===== src/rtl/core/mmn_pkg.sv =====
// Shared types and constants for the min-max normalizer.
`default_nettype none
package mmn_pkg;

  localparam int SampleW = 16;
  localparam int NormW   = 17;
  localparam int QuotW   = 16;
  localparam int StepW   = 4;
  localparam logic [StepW-1:0] LastStep = 4'd15;

  localparam logic CmdScan  = 1'b0;
  localparam logic CmdApply = 1'b1;

  localparam logic signed [SampleW-1:0] MinInit = 16'sh7fff;
  localparam logic signed [SampleW-1:0] MaxInit = 16'sh8000;

  typedef enum logic [1:0] {
    ST_IDLE,
    ST_SETUP,
    ST_DIVIDE,
    ST_DONE
  } ctrl_state_t;

  // Controller to datapath.
  typedef struct packed {
    logic accept;
    logic setup;
    logic step;
    logic out_load;
  } dp_cmd_t;

  // Datapath to controller.
  typedef struct packed {
    logic apply;
  } dp_status_t;

endpackage
`default_nettype wire


===== src/rtl/core/mmn_in_if.sv =====
// Input channel: command, sample and start flag with valid/ready.
`default_nettype none
interface mmn_in_if import mmn_pkg::*; ();
  logic                       valid;
  logic                       ready;
  logic                       command;
  logic signed [SampleW-1:0]  sample;
  logic                       start_req;

  modport source (output valid, output command, output sample, output start_req,
                  input ready);
  modport sink (input valid, input command, input sample, input start_req,
                output ready);
endinterface
`default_nettype wire


===== src/rtl/core/mmn_out_if.sv =====
// Output channel: normalized fraction with valid/ready.
`default_nettype none
interface mmn_out_if import mmn_pkg::*; ();
  logic               valid;
  logic               ready;
  logic [NormW-1:0]   normalized;

  modport source (output valid, output normalized, input ready);
  modport sink (input valid, input normalized, output ready);
endinterface
`default_nettype wire


===== src/rtl/core/mmn_ctrl.sv =====
// Controller: sequences scan, divider setup, division steps and output load.
`default_nettype none
module mmn_ctrl import mmn_pkg::*; (
  input  wire logic       clk,
  input  wire logic       rst,
  input  wire logic       in_valid,
  output logic            in_ready,
  output logic            out_valid,
  input  wire logic       out_ready,
  input  wire dp_status_t status,
  output dp_cmd_t         cmd
);

  ctrl_state_t      state;
  ctrl_state_t      state_next;
  logic [StepW-1:0] step_cnt;
  logic             out_free;

  assign out_free = !out_valid || out_ready;

  // State register
  always_ff @(posedge clk) begin
    if (rst) begin
      state <= ST_IDLE;
    end else begin
      state <= state_next;
    end
  end

  // Next state and commands
  always_comb begin
    state_next = state;
    cmd        = '0;
    in_ready   = 1'b0;
    unique case (state)
      ST_IDLE: begin
        // Take no transaction while reset is held
        in_ready = !rst;
        if (in_valid && !rst) begin
          cmd.accept = 1'b1;
          if (status.apply == CmdApply) begin
            state_next = ST_SETUP;
          end
        end
      end
      ST_SETUP: begin
        cmd.setup  = 1'b1;
        state_next = ST_DIVIDE;
      end
      ST_DIVIDE: begin
        cmd.step = 1'b1;
        if (step_cnt == LastStep) begin
          state_next = ST_DONE;
        end
      end
      ST_DONE: begin
        if (out_free) begin
          cmd.out_load = 1'b1;
          state_next   = ST_IDLE;
        end
      end
      default: begin
        state_next = ST_IDLE;
      end
    endcase
  end

  // Count division steps
  always_ff @(posedge clk) begin
    if (rst) begin
      step_cnt <= '0;
    end else if (cmd.setup) begin
      step_cnt <= '0;
    end else if (cmd.step) begin
      step_cnt <= step_cnt + 1'b1;
    end
  end

  // Hold the result valid until the transaction completes
  always_ff @(posedge clk) begin
    if (rst) begin
      out_valid <= 1'b0;
    end else if (cmd.out_load) begin
      out_valid <= 1'b1;
    end else if (out_ready) begin
      out_valid <= 1'b0;
    end
  end

endmodule
`default_nettype wire


===== src/rtl/core/mmn_dp.sv =====
// Datapath: running min/max, range checks, radix-2 divider and result register.
`default_nettype none
module mmn_dp import mmn_pkg::*; (
  input  wire logic                       clk,
  input  wire logic                       rst,
  input  wire logic                       command,
  input  wire logic signed [SampleW-1:0]  sample,
  input  wire logic                       start_req,
  input  wire dp_cmd_t                    cmd,
  output dp_status_t                      status,
  output logic [NormW-1:0]                normalized
);

  logic signed [SampleW-1:0] running_min;
  logic signed [SampleW-1:0] running_max;
  logic signed [SampleW-1:0] base_min;
  logic signed [SampleW-1:0] base_max;
  logic signed [SampleW-1:0] sample_q;
  logic signed [SampleW:0]   diff;
  logic signed [SampleW:0]   range;
  logic [QuotW-1:0]          rem;
  logic [QuotW-1:0]          den;
  logic [QuotW-1:0]          quot;
  logic                      forced;
  logic                      forced_one;
  logic [QuotW:0]            rem_shift;
  logic [QuotW:0]            rem_sub;

  assign status.apply = command;

  // Reset the running bounds first when a scan opens
  assign base_min = start_req ? MinInit : running_min;
  assign base_max = start_req ? MaxInit : running_max;

  // Widen the bounds on every scan sample
  always_ff @(posedge clk) begin
    if (rst) begin
      running_min <= MinInit;
      running_max <= MaxInit;
    end else if (cmd.accept && command == CmdScan) begin
      running_min <= (sample < base_min) ? sample : base_min;
      running_max <= (sample > base_max) ? sample : base_max;
    end
  end

  // Capture the sample to normalize
  always_ff @(posedge clk) begin
    if (cmd.accept) begin
      sample_q <= sample;
    end
  end

  assign diff  = {sample_q[SampleW-1], sample_q} - {running_min[SampleW-1], running_min};
  assign range = {running_max[SampleW-1], running_max} - {running_min[SampleW-1], running_min};

  assign rem_shift = {rem, 1'b0};
  assign rem_sub   = rem_shift - {1'b0, den};

  // Set up the divider and flag the saturating cases; then run one bit per step
  always_ff @(posedge clk) begin
    if (cmd.setup) begin
      rem        <= diff[QuotW-1:0];
      den        <= range[QuotW-1:0];
      quot       <= '0;
      forced     <= (range <= 0) || (sample_q <= running_min) || (sample_q >= running_max);
      forced_one <= (range > 0) && (sample_q > running_min);
    end else if (cmd.step) begin
      if (!rem_sub[QuotW]) begin
        rem  <= rem_sub[QuotW-1:0];
        quot <= {quot[QuotW-2:0], 1'b1};
      end else begin
        rem  <= rem_shift[QuotW-1:0];
        quot <= {quot[QuotW-2:0], 1'b0};
      end
    end
  end

  // Load the output register
  always_ff @(posedge clk) begin
    if (cmd.out_load) begin
      normalized <= forced ? {forced_one, {QuotW{1'b0}}} : {1'b0, quot};
    end
  end

endmodule
`default_nettype wire


===== src/rtl/core/min_max_normalize_top.sv =====
// Top level of the min-max normalizer.
//
// Channels: "item" carries command, sample and start_req; "result" carries the
// normalized value as unsigned Q1.16 (65536 is 1.0). Both use valid/ready and
// a transaction completes at a rising edge with valid and ready high.
// A scan transaction (command 0) widens the running minimum and maximum and
// gives no result; start_req on it clears both bounds first. Scan samples
// stream at one per clock while no apply transaction is in progress.
// An apply transaction (command 1) gives one result through a setup step
// for the range checks, the radix-2 divider (one quotient bit per step) and
// a load of the output register once it is free. No new item is taken until
// that result is in the output register.
// Samples at or below the minimum give 0, at or above the maximum 65536; a
// zero or empty range gives 0.
// Reset (rst, synchronous) empties the output register and sets the minimum
// to 32767 and the maximum to -32768.
// A stalled receiver holds the result in the output register; the next item
// is still taken and processed, and its result waits until the register frees.
`default_nettype none
module min_max_normalize_top import mmn_pkg::*; (
  input  wire logic clk,
  input  wire logic rst,
  mmn_in_if.sink    item,
  mmn_out_if.source result
);

  dp_cmd_t    cmd;
  dp_status_t status;

  mmn_ctrl u_ctrl (
    .clk       (clk),
    .rst       (rst),
    .in_valid  (item.valid),
    .in_ready  (item.ready),
    .out_valid (result.valid),
    .out_ready (result.ready),
    .status    (status),
    .cmd       (cmd)
  );

  mmn_dp u_dp (
    .clk        (clk),
    .rst        (rst),
    .command    (item.command),
    .sample     (item.sample),
    .start_req  (item.start_req),
    .cmd        (cmd),
    .status     (status),
    .normalized (result.normalized)
  );

endmodule
`default_nettype wire

===== src/flat_wrapper.sv =====
// flat-port wrapper written by rule: the top's interface ports become plain ports
module min_max_normalize_top_flat import mmn_pkg::*;
  (clk, rst, item_valid, item_command, item_sample, item_start_req, item_ready, result_valid, result_normalized, result_ready);
  mmn_in_if item_i ();
  mmn_out_if result_i ();
  input  wire logic clk;
  input  wire logic rst;
  input wire logic [$bits(item_i.valid)-1:0] item_valid;
  input wire logic [$bits(item_i.command)-1:0] item_command;
  input wire logic [$bits(item_i.sample)-1:0] item_sample;
  input wire logic [$bits(item_i.start_req)-1:0] item_start_req;
  output wire logic [$bits(item_i.ready)-1:0] item_ready;
  output wire logic [$bits(result_i.valid)-1:0] result_valid;
  output wire logic [$bits(result_i.normalized)-1:0] result_normalized;
  input wire logic [$bits(result_i.ready)-1:0] result_ready;
  assign item_i.valid = item_valid;
  assign item_i.command = item_command;
  assign item_i.sample = item_sample;
  assign item_i.start_req = item_start_req;
  assign item_ready = item_i.ready;
  assign result_valid = result_i.valid;
  assign result_normalized = result_i.normalized;
  assign result_i.ready = result_ready;
  min_max_normalize_top u_core (.clk(clk), .rst(rst), .item(item_i), .result(result_i));
endmodule

===== config.mk =====
export PLATFORM = sky130hd
export DESIGN_NAME = min_max_normalize_top_flat
export DESIGN_NICKNAME = d
export VERILOG_FILES = /design/src/rtl/core/mmn_pkg.sv /design/src/rtl/core/mmn_in_if.sv /design/src/rtl/core/mmn_out_if.sv /design/src/rtl/core/mmn_ctrl.sv /design/src/rtl/core/mmn_dp.sv /design/src/rtl/core/min_max_normalize_top.sv /design/src/flat_wrapper.sv
export SDC_FILE = /design/constraint.sdc
export NUM_CORES = 1
export LEC_CHECK = 0
export BUFFER_PORTS_ARGS = -buffer_cell sky130_fd_sc_hd__buf_2
export CAP_MARGIN = 20
export CORE_MARGIN = 4
export CORE_UTILIZATION = 40
export CTS_BUF_LIST = sky130_fd_sc_hd__clkbuf_8
export CTS_CLUSTER_SIZE = 20
export DETAILED_ROUTE_END_ITERATION = 10
export HOLD_SLACK_MARGIN = 0.02
export PLACE_DENSITY = 0.56
export SYNTH_ARGS = -nofsm -noshare
export SYNTH_HDL_FRONTEND = slang
export SYNTH_SLANG_ARGS = --single-unit

===== constraint.sdc =====
create_clock -name clk -period 6.9 [get_ports clk]
set_clock_uncertainty 0.2 [all_clocks]
set_input_delay 1.035 -clock clk [delete_from_list [all_inputs] [get_ports clk]]
set_output_delay 1.035 -clock clk [all_outputs]
set_load 0.02 [all_outputs]

Word-level counts from Yosys, hierarchy flattened
Cells that the tools add are included.

storage, ports and cells
  bits of input ports = 22
  word-level logic and storage cells = 68
  bits in registers = 122

operators by class
  $add $sub $neg = 4
  bitwise logic cells = 1
  reduce and logical (&&, ||, !) cells = 13
  eq/ne operators = 8
  mux-type cells = 22
  magnitude comparators = 7

operators by type and width
  cell                   number
  $mux W16               7
  $gt A16 B16 Y1         2
  $gt A17 B1 Y1 const B  1
  $le A17 B1 Y1 const B  1
  $sub A16 B16 Y17       1
  $sub A17 B16 Y17       1
  $ge A16 B16 Y1         1
  $le A16 B16 Y1         1
  $lt A16 B16 Y1         1
  $sub A16 B16 Y16       1
  $mux W1                10
  $mux W2                4
  $ne A2 B2 Y1 const B   4
  $pmux W2 S4            1
  $add A4 B1 Y4 const B  1
  $eq A2 B2 Y1 const B   2
  $eq A4 B4 Y1 const B   1
  $reduce_and A4 Y1      1
  $reduce_bool A2 Y1     2
  $logic_and A1 B1 Y1    3
  $logic_or A1 B1 Y1     3
  $eq A2 B1 Y1 const B   1
  $logic_not A1 Y1       2
  $logic_not A2 Y1       1
  other kinds (2)        2

Longest topological paths before layout
Gate-level depths: netlist of the first run.

  word-level depth = 5
  gate-level depth with buffers = 13
  depth with buffers taken out = 12

Modules after synthesis
From an unflattened synthesis of the first run, not the netlist that was laid out.

second synthesis, totals
  cell total of the unflattened synthesis = 823
  area, all modules = 8084.0 um^2

by module, submodules not included
  module    instances  area each (um^2)  cells each  seq. area each (um^2)
  mmn_dp    1          7691.1            781         2972.9
  mmn_ctrl  1          392.9             42          140.1

Least setup slack after synthesis of the first run
No wires, ideal clock.

  path type = input port to flip-flop
  start = in item_start_req
  end = reg u_core.u_dp.running_min[15]
  slack = 3.073 ns
  arrival = 3.491 ns
  required time = 6.564 ns
  cell stages on the path = 11
  buffers on the path = 3
  path through = clkbuf_1 > clkbuf_1 > nor2_1 > ha_1 > or4_1 > a221oi_1 > a31o_1 > a31oi_1 > nor3_2 > clkbuf_1 > o22ai_1

on the way
  longest elaborated chain between the ends = 3

ends and longest elaborated chain
  item                  line                RTL
  start, declared       flat_wrapper.sv:11  input wire logic [$bits(item_i.start_req)-1:0] item_start_req;
  $mux W16 (*)          mmn_dp.sv:32        assign base_min = start_req ? MinInit : running_min;
  $lt A16 B16 Y1        mmn_dp.sv:41        running_min <= (sample < base_min) ? sample : base_min;
  $mux W16 (*)          mmn_dp.sv:41
  end signal, assigned  mmn_dp.sv:38        running_min <= MinInit;
  end signal, assigned  mmn_dp.sv:41
  end, declared         mmn_dp.sv:14        logic signed [SampleW-1:0] running_min;

Mark *: on every way between the ends. The rest lies on a longest branch, timed or not.
A chain may end at the register's enable or synchronous reset.

Worst setup path after layout of the first run
Ends and elaborated chain as after synthesis.

==> metrics.md, run 1 <==
| Metric | Value |
|---|---|
| Status | complete, no violations |
| Initial cell density of the core | 41.1% |
| H-tree depth | 4 |
| Final number of setup-violating endpoints | 0 |
| Vias in the first global route | 5886 |
| Critical Path End Type | flop |
| Synth area leader | edfxtp_1 |
| Fin area | 8940 um^2 |
| Die W | 150 um |
| Fillers | approximately 2000 |
| Core ar. | 19700 um^2 |
| Static leakage | 0.00381 uW |
| DR vias | between 5000 and 6000 |
| Setup TNS | 0 ns |
| Clock buffer count from CTS | 17 |
| Global-route wire length before repair | 29800 um |
| # IOs | just over 40 |
| Total track usage | 16.5% |
| Power per Cell Area | 350 nW/um^2 |
| Crit path kind | primary input to flop |
| Initial antenna violation count | 0 |
| Yosys cell types | 64 |
| Predominant post-synthesis flop cell | edfxtp_1 |
| Root Driver | clkbuf_8 |
| Largest net degree at the start of global routing | 37 |
| CTS tree | built |
| DR iter-0 viols | around 260 |
| Synth warnings | 0 |
| Fmax | 270 MHz |
| Crit path arrival time | 3.79 ns |
| Final GP Congestion | 0.827 |
| Unrepaired setup endpoints after global routing | false |
| DRT Pass-1 Iters | 4 |
| Rows | 51 |
| VDD IR max | 0.000159 V |
| Clock Latency Late Sink | 0.44 ns |
| Tmin final | 3.71 ns |
| Sequential element share of the synthesized area | 38.5% |
| Clock sinks | 122 |
| Net Count, Synth | 956 |
| Synth Register Bits | 122 |
| Reg clk slew, reported paths | 0.07 ns |
| Synth top area cells | edfxtp_1, ha_1, dfxtp_1, mux2i_1, inv_1 |
| Cell with the most instances after synthesis | ha_1 |
| IO buf count | 40 |
| Placed cell count | 1119 |
| Syn Area/Cell | approximately 10 um^2 |
| Synth async-reset ratio | 0% |
| Final Hold Viols | 0 |
| Area fraction of the dominant cell type after synthesis | 24.9% |
| DRT antenna net count | 0 |
| Worst setup margin | 3.19 ns |
| Slew HR | 33.8% |
| Fin. max-slew vios | 0 |
| Final net count | 1000 |
| Synth cell count leaders | ha_1, inv_1, nor2_1, edfxtp_1, dfxtp_1 |
| MaxCap Viol Count | 0 |
| Worst hold-check path type | flop to flop |
| Setup bufs post-CTS | 0 |
| Finished Layout Cells | 1153 |
| Routed length per instance | 15.2 um |
| DP Worst Slack | 2.69 ns |
| Vias/cell | between 5 and 6 |
| Mapped Area | 8080 um^2 |
| # resized after CTS | 0 |
| GR Overflow Total | 0 |
| Die height | 150 um |
| Post-Syn Instances | 831 |
| CTS Hold Bufs | 0 |
| Dpl cell area | 8560 um^2 |
| DP Wirelength | 14000 um |
| Critical path launch point type | primary input |
| CP Max Fanout | 36 |
| DIE AREA | 22500 um^2 |
| Antenna fix cells | 0 |
| EDFF count, synth | 67 |
| Critical Path RT | 6.98 ns |
| Residual DRC | 0 |
| Share of layout cells above drive strength 1 | 9.91% |
| Total Routed Length | 17600 um |
| Worst-margin pin slew | 0.987 ns |
| Area Growth Syn to Fin | 10.7% |
| Max clock buf depth | 2 |
| Final Cycle Share | 53.8% |
[critical path, stage by stage]
cell and delay [ns]:
buf_2 0.44, nor2_1 0.09, ha_1 0.22, or4_1 0.49, a221oi_1 0.22, a31o_1 0.21
a31oi_1 0.10, nor3_2 0.82, o22ai_1 0.17
[where the power goes]
group          internal [uW]  leakage (uW)  total [uW]  switching (uW)
sequential               989       0.00106        1070            82.2
combinational            625       0.00259        1480             856
clock                    282      0.000166         576             294
total                   1900       0.00381        3130            1230
[layout make-up]
class | instances | area (um^2) | area share, %
Tap cell | 265 | 332 | 3.71
Clock inverter | 15 | 129 | 1.44
Sequential cell | 122 | 3110 | 34.8
Clock buffer | 17 | 234 | 2.62
Timing Repair Buffer | 45 | 241 | 2.70
Inverter | 76 | 285 | 3.19
Multi-Input combinational cell | 613 | 4610 | 51.5
[stage by stage]
| stage | hold slack, ns | power [uW] | util [%] |
|---|---|---|---|
| floorplan | 0.252 | 2240 | - |
| global placement | 0.293 | 2570 | 43.6 |
| detailed placement | 0.289 | 2570 | 43.6 |
| CTS | 0.312 | 3160 | 45.4 |
| global route | 0.345 | 3410 | 45.5 |
| finish | 0.298 | 3130 | 45.5 |
[kinds of logic (layout without fill, tap and decap cells)]
kind of cell             count (synthesis)  count (layout)  share of synthesized area (%)
buffers and inverters                   96             153                           4.47
AO/OA/AOI/OAI                          210             210                           17.9
multiplexers                            35              35                           4.37
XOR/XNOR                                33              33                           3.58
flip-flops                             122             122                           38.5
adder cells (fa/ha/maj)                103             103                           16.2
AND/OR/NAND/NOR                        232             232                           14.9
[per-layer routing]
metal | up-vias | global-route usage (%) | part of all wire [%]
met5 | - | 0 | 0
met4 | 0 | 4.62 | 0.91
met3 | 11 | 2.74 | 2.7
met2 | 86 | 26.0 | 45
met1 | 2739 | 23.7 | 51
li1 | 3134 | - | -
[placed cells by master (no fill, tap or decap), types with 18 or more instances in the layout]
master | netlist | routed
a21o_1 | 19 | 19
a21oi_1 | 47 | 47
buf_2 | 1 | 40
dfxtp_1 | 55 | 55
edfxtp_1 | 67 | 67
ha_1 | 100 | 99
inv_1 | 75 | 75
mux2i_1 | 33 | 33
nand2_1 | 29 | 29
nand2b_1 | 20 | 20
nor2_1 | 70 | 70
nor2b_1 | 33 | 33
nor3_1 | 21 | 21
o21ai_0 | 18 | 18
xnor2_1 | 24 | 24
[state kept, by name, indices dropped and copies added, names as in the netlist]
name	count
u_core.u_dp.sample_q	16
u_core.u_ctrl.step_cnt	4
u_core.u_dp.normalized	17
u_core.u_dp.forced	1
u_core.u_ctrl.state	2
u_core.u_ctrl.out_valid	1
u_core.u_dp.forced_one	1
u_core.u_dp.running_max	16
u_core.u_dp.quot	16
u_core.u_dp.rem	16
u_core.u_dp.running_min	16
u_core.u_dp.den	16
[path summary, 6_finish.rpt]
path / startpoint / to / slack, ns / cells after the start
setup / recovery: item_start_req / u_core.u_dp.running_min[15] / 3.19 / 9
hold / removal: u_core.u_dp.quot[15] / u_core.u_dp.quot[15] / 0.30 / 2
setup reg to reg: u_core.u_dp.den[0] / u_core.u_dp.rem[9] / 3.46 / 8
hold reg to reg: u_core.u_dp.quot[15] / u_core.u_dp.quot[15] / 0.30 / 2
Note: power is estimated with default switching activity, not from simulation.
==> inputs of run 2 (changes only) <==
Settings changed: ABC_AREA set to 1.
Clock period 6.9 ns to 3.84 ns, I/O delays scaled along.
==> metrics.md, run 2 <==
| Metric | Value |
|---|---|
| Largest net degree at the start of global routing | 37 (unchanged) |
| Yosys cell types | 43 (was 64) |
| Fillers | 2258 (was 1976) |
| Final net count | 1341 (was 1000) |
| Critical Path End Type | flop (unchanged) |
| Synth Area in Compound Gates | 13.1% (was 17.9%) |
| CP startpoint | item_start_req (unchanged) |
| Final Hold Viols | 0 (unchanged) |
| Max FFs per register | 17 (unchanged) |
| Predominant post-synthesis flop cell | edfxtp_1 (unchanged) |
| CTS Hold Bufs | 0 (unchanged) |
| Critical Path RT | 3.95 ns (was 6.98 ns) |
| Max incr delay on CP | 0.48 ns (was 0.82 ns) |
| Initial cell density of the core | 40.6% (was 41.1%) |
| Static leakage | 0.00462 uW (was 0.00381 uW) |
| Die height | 157 um (was 150 um) |
| Tmin final | between 2 and 3 ns |
| Reg clk slew, reported paths | 0.08 ns (was 0.07 ns) |
| Post-Synth Simple-Gate Area | 25.1% (was 14.9%) |
| Vias in the first global route | 7367 (was 5886) |
| Placed cell count | 1477 (was 1119) |
| Max clock buf depth | 2 (unchanged) |
| VDD IR max | 0.000263 V (was 0.000159 V) |
| Hold path startpoint | item_sample[0] (was u_core.u_dp.quot[15]) |
| DRT Pass-1 Iters | 5 (was 4) |
| Critical path launch point type | primary input (unchanged) |
| DP Worst Slack | 0.485 ns (was 2.69 ns) |
| Most frequent cells in the layout | nand2_1, inv_1, a21oi_1, ha_1, nand3_1 (was ha_1, inv_1, nor2_1, edfxtp_1, dfxtp_1) |
| Final Cycle Share | 73.9% |
| Largest family of logic cells by synthesized area | simple AND/OR/NAND/NOR gates (was compound AO/OA/AOI/OAI gates) |
| DR iter-0 viols | 412 (was 256) |
| Net Count, Synth | 1303 (was 956) |
| Worst setup margin | 1.00 ns (was 3.19 ns) |
| Worst-margin pin slew | 0.932 ns (was 0.987 ns) |
| Setup bufs post-CTS | 0 (unchanged) |
| Setup TNS | 0 ns (unchanged) |
| Dpl cell area | 9340 um^2 (was 8560 um^2) |
| Total track usage | 18.0% (was 16.5%) |
| Area Growth Syn to Fin | 9.58% (was 10.7%) |
| Post-Syn Instances | 1178 (was 831) |
| Global-route wire length before repair | 35900 um (was 29800 um) |
| Final number of setup-violating endpoints | 0 (unchanged) |
| Crit path arrival time | 2.95 ns (was 3.79 ns) |
| Top reg by flops | u_core.u_dp.normalized (unchanged) |
| Clock sinks | 122 (unchanged) |
| CTS tree | built (unchanged) |
| Most common cell after layout, fill and taps aside | nand2_1 (was ha_1) |
| Worst hold-check path type | primary input to flop (was flop to flop) |
| Slew HR | 37.8% (was 33.8%) |
| Buf/Inv on CP | 3 (was 1) |
| Antenna fix cells | 0 (unchanged) |
| Mapped Area | 8870 um^2 (was 8080 um^2) |
| R2R Path Start | u_core.u_dp.running_max[0] (was u_core.u_dp.den[0]) |
| DRT antenna net count | 0 (unchanged) |
| Share of layout cells above drive strength 1 | 10.3% (was 9.91%) |
| Synth Register Bits | 122 (unchanged) |
| CP Max Fanout | 17 (was 36) |
| Core ar. | 21800 um^2 (was 19700 um^2) |
| Total Routed Length | 21100 um (was 17600 um) |
| Fmax | 352 MHz |
| DIE AREA | 24600 um^2 (was 22500 um^2) |
| Fin. max-slew vios | 0 (unchanged) |
| Power per Cell Area | 612 nW/um^2 (was 350 nW/um^2) |
| Synth async-reset ratio | 0% (unchanged) |
| Status | complete, no violations (unchanged) |
| Root Driver | clkbuf_8 (unchanged) |
| IO buf count | 40 (unchanged) |
| EDFF count, synth | 67 (unchanged) |
| Power, Total | 5950 uW (was 3130 uW) |
| Initial antenna violation count | 0 (unchanged) |
| XOR/XNOR Fraction of Synth Area | 2.86% (was 3.58%) |
| Area share of fa/ha/maj cells after synthesis | 14.8% (was 16.2%) |
| Area fraction of the dominant cell type after synthesis | 22.7% (was 24.9%) |
| Vias/cell | 4.96 (was 5.18) |
| Sequential element share of the synthesized area | 35.1% (was 38.5%) |
| Delay-heaviest family, CP | simple AND/OR/NAND/NOR gates (unchanged) |
| # IOs | 41 (unchanged) |
| Residual DRC | 0 (unchanged) |
| Post-synthesis mux area share | 0% (was 4.37%) |
| Clock buffer count from CTS | 17 (unchanged) |
| Synth top area cells | edfxtp_1, ha_1, dfxtp_1, nand2_1, inv_1 (was edfxtp_1, ha_1, dfxtp_1, mux2i_1, inv_1) |
| Die W | 157 um (was 150 um) |
| Synth warnings | 0 (unchanged) |
| Clock Latency Late Sink | 0.45 ns (was 0.44 ns) |
| Most frequent CP cell | nand2_1 |
| GR Overflow Total | 0 (unchanged) |
| CP max stage cell | nor4b_1 (was nor3_2) |
| Synth cell count leaders | nand2_1, inv_1, a21oi_1, ha_1, nand3_1 (was ha_1, inv_1, nor2_1, edfxtp_1, dfxtp_1) |
| MaxCap Viol Count | 0 (unchanged) |
| Rows | 54 (was 51) |
| Unrepaired setup endpoints after global routing | false (unchanged) |
| Fin area | 9720 um^2 (was 8940 um^2) |
| CP cell instances | buf_2 -> inv_1 -> nand2_1 -> ha_1 -> nand2_1 -> nor4b_1 -> nand3_2 -> buf_4 -> nand2_4 -> nand2_1 -> nand3_1 -> a21oi_1 (was buf_2 -> nor2_1 -> ha_1 -> or4_1 -> a221oi_1 -> a31o_1 -> a31oi_1 -> nor3_2 -> o22ai_1) |
| DR vias | 7478 (was 5970) |
| Cell with the most instances after synthesis | nand2_1 (was ha_1) |
| H-tree depth | 4 (unchanged) |
| Final GP Congestion | 0.875 (was 0.827) |
| Crit path kind | primary input to flop (unchanged) |
| Finished Layout Cells | 1509 (was 1153) |
| # resized after CTS | 0 (unchanged) |
| DP Wirelength | 16400 um (was 14000 um) |
| Syn Area/Cell | 7.53 um^2 (was 9.72 um^2) |
| Synth area leader | edfxtp_1 (unchanged) |
| Routed length per instance | 14.0 um (was 15.2 um) |
run 2: cells by family after synthesis:
family,count (synthesis)
adders and majority gates,103
DFF,122
and+or+nand+nor,511
xor gates and xnor gates,29
buffers and inverters,204
AOI/OAI and AO/OA,209
run 2: layout make-up:
type | count | area [um^2] | share of cell area [%]
sequential | 122 | 3110 | 32.0
clock inverter | 15 | 145 | 1.49
tap | 280 | 350 | 3.60
inverter | 173 | 649 | 6.68
clock buffer | 17 | 234 | 2.41
multi-input combinational | 852 | 4950 | 51.0
timing repair buffer | 50 | 275 | 2.83
run 2: path summary, 6_finish.rpt:
kind / depth (start not counted) / slack (ns) / to
max: 12 / 1.00 / u_core.u_dp.running_max[5]
min: 1 / 0.12 / u_core.u_dp.sample_q[0]
max reg2reg: 15 / 1.05 / u_core.u_dp.forced_one
min reg2reg: 2 / 0.26 / u_core.u_dp.quot[14]
run 2: layer usage:
metal  up-vias  track usage (%)  share of wire [%]
met4         0             5.70                1.8
met2       104             28.8                 45
li1       3965                -                  -
met3        26             2.50                2.6
met1      3383             25.3                 50
met5         -                0                  0
run 2: report_power, final:
| part | internal, uW | switching, uW |
|---|---|---|
| registers | 1840 | 164 |
| logic | 999 | 1840 |
| clock network | 480 | 619 |
run 2: stage by stage:
stage / hold slack (ns) / utilization (%)
after floorplan: 0.239 / -
after global placement: 0.256 / 42.8
after detailed placement: 0.259 / 42.8
after CTS: 0.0971 / 44.5
after global routing: 0.0976 / 44.5
final: 0.123 / 44.5
==> inputs of run 3 (changes only) <==
Settings changed: PLACE_DENSITY 0.56 to 0.58.
Clock period 3.84 ns to 2.3 ns, I/O delays scaled along.
==> metrics.md, run 3 (synthesis results as in run 2) <==
| Metric | Value |
|---|---|
| Failing checks | negative setup slack |
| # IOs | 41 (unchanged) |
| Top reg by flops | u_core.u_dp.normalized (unchanged) |
| Final net count | 1559 (was 1341) |
| Status | finished, violations left (was complete, no violations) |
| Most frequent CP cell | nand2_2 (was nand2_1) |
| FF/Latch Area | 3160 um^2 (was 3110 um^2) |
| Antenna fix cells | 0 (unchanged) |
| CP max stage cell | edfxtp_1 (was nor4b_1) |
| DR iter-0 viols | 417 (was 412) |
| Die height | 157 um (unchanged) |
| DIE AREA | 24600 um^2 (unchanged) |
| Fmax | 403 MHz |
| DRT Pass-1 Iters | 5 (unchanged) |
| Max clock buf depth | 2 (unchanged) |
| Most common cell after layout, fill and taps aside | nand2_1 (unchanged) |
| Global-route wire length before repair | 40400 um (was 35900 um) |
| Fin. max-slew vios | 0 (unchanged) |
| Initial antenna violation count | 0 (unchanged) |
| Power, Total | 12200 uW (was 5950 uW) |
| DP Wirelength | 18200 um (was 16400 um) |
| Vias/cell | 5.01 (was 4.96) |
| Final number of setup-violating endpoints | 35 (was 0) |
| Clock Power Share | 15.4% (was 18.5%) |
| NetSw | 5260 uW (was 2620 uW) |
| Area of the multi-input gates | 6100 um^2 (was 4950 um^2) |
| Setup TNS | -3.49 ns (was 0 ns) |
| CTS tree | built (unchanged) |
| Sw Ratio | 43.3% (was 44.1%) |
| Worst hold-check path type | primary input to flop (unchanged) |
| Root Driver | clkbuf_8 (unchanged) |
| Unrepaired setup endpoints after global routing | true (was false) |
| CP cell instances | fa_2 -> nand3b_1 -> nand2_2 -> a21oi_4 -> o21ai_2 -> nand3_2 -> nand2_2 -> nand2_2 -> nand2_4 -> buf_12 -> nand2_1 -> nand3_1 -> nand2_1 (was buf_2 -> inv_1 -> nand2_1 -> ha_1 -> nand2_1 -> nor4b_1 -> nand3_2 -> buf_4 -> nand2_4 -> nand2_1 -> nand3_1 -> a21oi_1) |
| Critical Path RT | 2.30 ns (was 3.95 ns) |
| Slew HR | 61.2% (was 37.8%) |
| Fillers | 1958 (was 2258) |
| Power per Cell Area | 953 nW/um^2 (was 612 nW/um^2) |
| Rows | 54 (unchanged) |
| Worst hold margin | 0.0834 ns (was 0.123 ns) |
| Final Hold Viols | 0 (unchanged) |
| Hold Path Stages | 4 (was 1) |
| Critical path depth in cells | 13 (was 12) |
| Reg clk slew, reported paths | 0.09 ns (was 0.08 ns) |
| GR Overflow Total | 0 (unchanged) |
| Tmin final | 2.48 ns |
| DRT antenna net count | 0 (unchanged) |
| Final Cycle Share | 108% |
| Vias in the first global route | 8486 (was 7367) |
| Residual DRC | 0 (unchanged) |
| Most frequent cells in the layout | nand2_1, buf_4, inv_1, a21oi_1, ha_1 (was nand2_1, inv_1, a21oi_1, ha_1, nand3_1) |
| Max FFs per register | 17 (unchanged) |
| Worst-margin pin slew | 0.583 ns (was 0.932 ns) |
| Area Growth Syn to Fin | 43.8% (was 9.58%) |
| Total track usage | 20.1% (was 18.0%) |
| Final core occ | 58.4% (was 44.5%) |
| Core ar. | 21800 um^2 (unchanged) |
| Max incr delay on CP | 0.43 ns (was 0.48 ns) |
| DR vias | 8646 (was 7478) |
| Buf/Inv on CP | 1 (was 3) |
| Comb pwr share | 56.8% (was 47.7%) |
| VDD IR max | 0.000633 V (was 0.000263 V) |
| Total Routed Length | 25200 um (was 21100 um) |
| Clock buffer count from CTS | 17 (unchanged) |
| Clock sinks | 122 (unchanged) |
| Static leakage | 0.00599 uW (was 0.00462 uW) |
| Crit path arrival time | 2.48 ns (was 2.95 ns) |
| DP Worst Slack | -0.383 ns (was 0.485 ns) |
| Clock Latency Late Sink | 0.45 ns (about the same) |
| Critical Path End Type | flop (unchanged) |
| CP Max Fanout | 8 (was 17) |
| Worst setup margin | -0.184 ns (was 1.00 ns) |
| Critical path launch point type | flop (was primary input) |
| Share of layout cells above drive strength 1 | 37.1% (was 10.3%) |
| H-tree depth | 4 (unchanged) |
| Largest net degree at the start of global routing | 42 (was 37) |
| Delay-heaviest family, CP | simple AND/OR/NAND/NOR gates (unchanged) |
| IO buf count | 40 (unchanged) |
| Sequential power share | 27.8% (was 33.8%) |
| Initial cell density of the core | 40.6% (unchanged) |
| Final GP Congestion | 0.897 (was 0.875) |
| Routed length per instance | 14.6 um (was 14.0 um) |
| MaxCap Viol Count | 0 (unchanged) |
| Crit path kind | flop to flop (was primary input to flop) |
| Die W | 157 um (unchanged) |
| Internal power | 6890 uW (was 3320 uW) |
| R2R cell count | 13 (was 15) |
==> run 3: cell count changes in the layout (fill, tap and decap cells not counted), sizes merged <==
cell,before,now
buf,50,248
clkbuf,17,18
clkinv,2,6
clkinvlp,3,2
dlygate4sd3,0,13
dlymetal6s4s,0,2
inv,183,180
nand2,301,305
==> run 3: layout make-up <==
cell class | instances | share of cell area, %
Clock buffer | 17 | 1.83
Clock inverter | 15 | 1.19
Inverter | 173 | 5.25
Multi-Input combinational cell | 856 | 47.8
Sequential cell | 122 | 24.8
Tap cell | 280 | 2.75
Timing Repair Buffer | 264 | 16.4
==> run 3: power by group through the flow <==
stage / clock (uW) / combinational, uW / sequential [uW]
global placement: 0 / 5680 / 3380
floorplan: 0 / 3820 / 3360
global route: 2000 / 7710 / 3440
CTS: 1900 / 6360 / 3370
detailed placement: 0 / 5770 / 3400
finish: 1870 / 6900 / 3380
==> run 3: stage by stage <==
stage               instances  cell area, um^2
floorplan                1178             9090
global placement         1659            10900
detailed placement       1659            10900
CTS                      1723            12000
global route             1727            12800
finish                   1727            12800
==> run 3: what timing repair did <==
| action | 4_1_cts | 5_1_grt |
|---|---|---|
| hold buffers | 15 | 0 |
| gates cloned | 4 | 2 |
| gates resized for setup | 100 | 158 |
| setup endpoints to repair | 50 | 58 |
| buffers inserted | 13 | 8 |
| pin swaps | 40 | 79 |
| endpoints found under the hold margin | 15 | 0 |
==> run 3: path summary, 6_finish.rpt <==
check / from / end / slack (ns)
setup / recovery: u_core.u_dp.den[0] / u_core.u_dp.rem[15] / -0.18
hold / removal: rst / u_core.u_ctrl.state[1] / 0.08
setup reg to reg: u_core.u_dp.den[0] / u_core.u_dp.rem[15] / -0.18
hold reg to reg: u_core.u_ctrl.step_cnt[3] / u_core.u_ctrl.step_cnt[3] / 0.27
==> run 3: tightest hold or removal path, stage by stage <==
cell,delay (ns)
buf_2,0.16
inv_1,0.07
o21ai_0,0.07
a21oi_1,0.04
==> run 3: layer usage <==
metal / vias to the layer above / track usage, % / routed length, um
li1: 4410 / - / -
met1: 3987 / 26.5 / 11400
met2: 181 / 34.2 / 12200
met3: 68 / 2.67 / 775
met4: 0 / 6.65 / 868
met5: - / 0 / 0
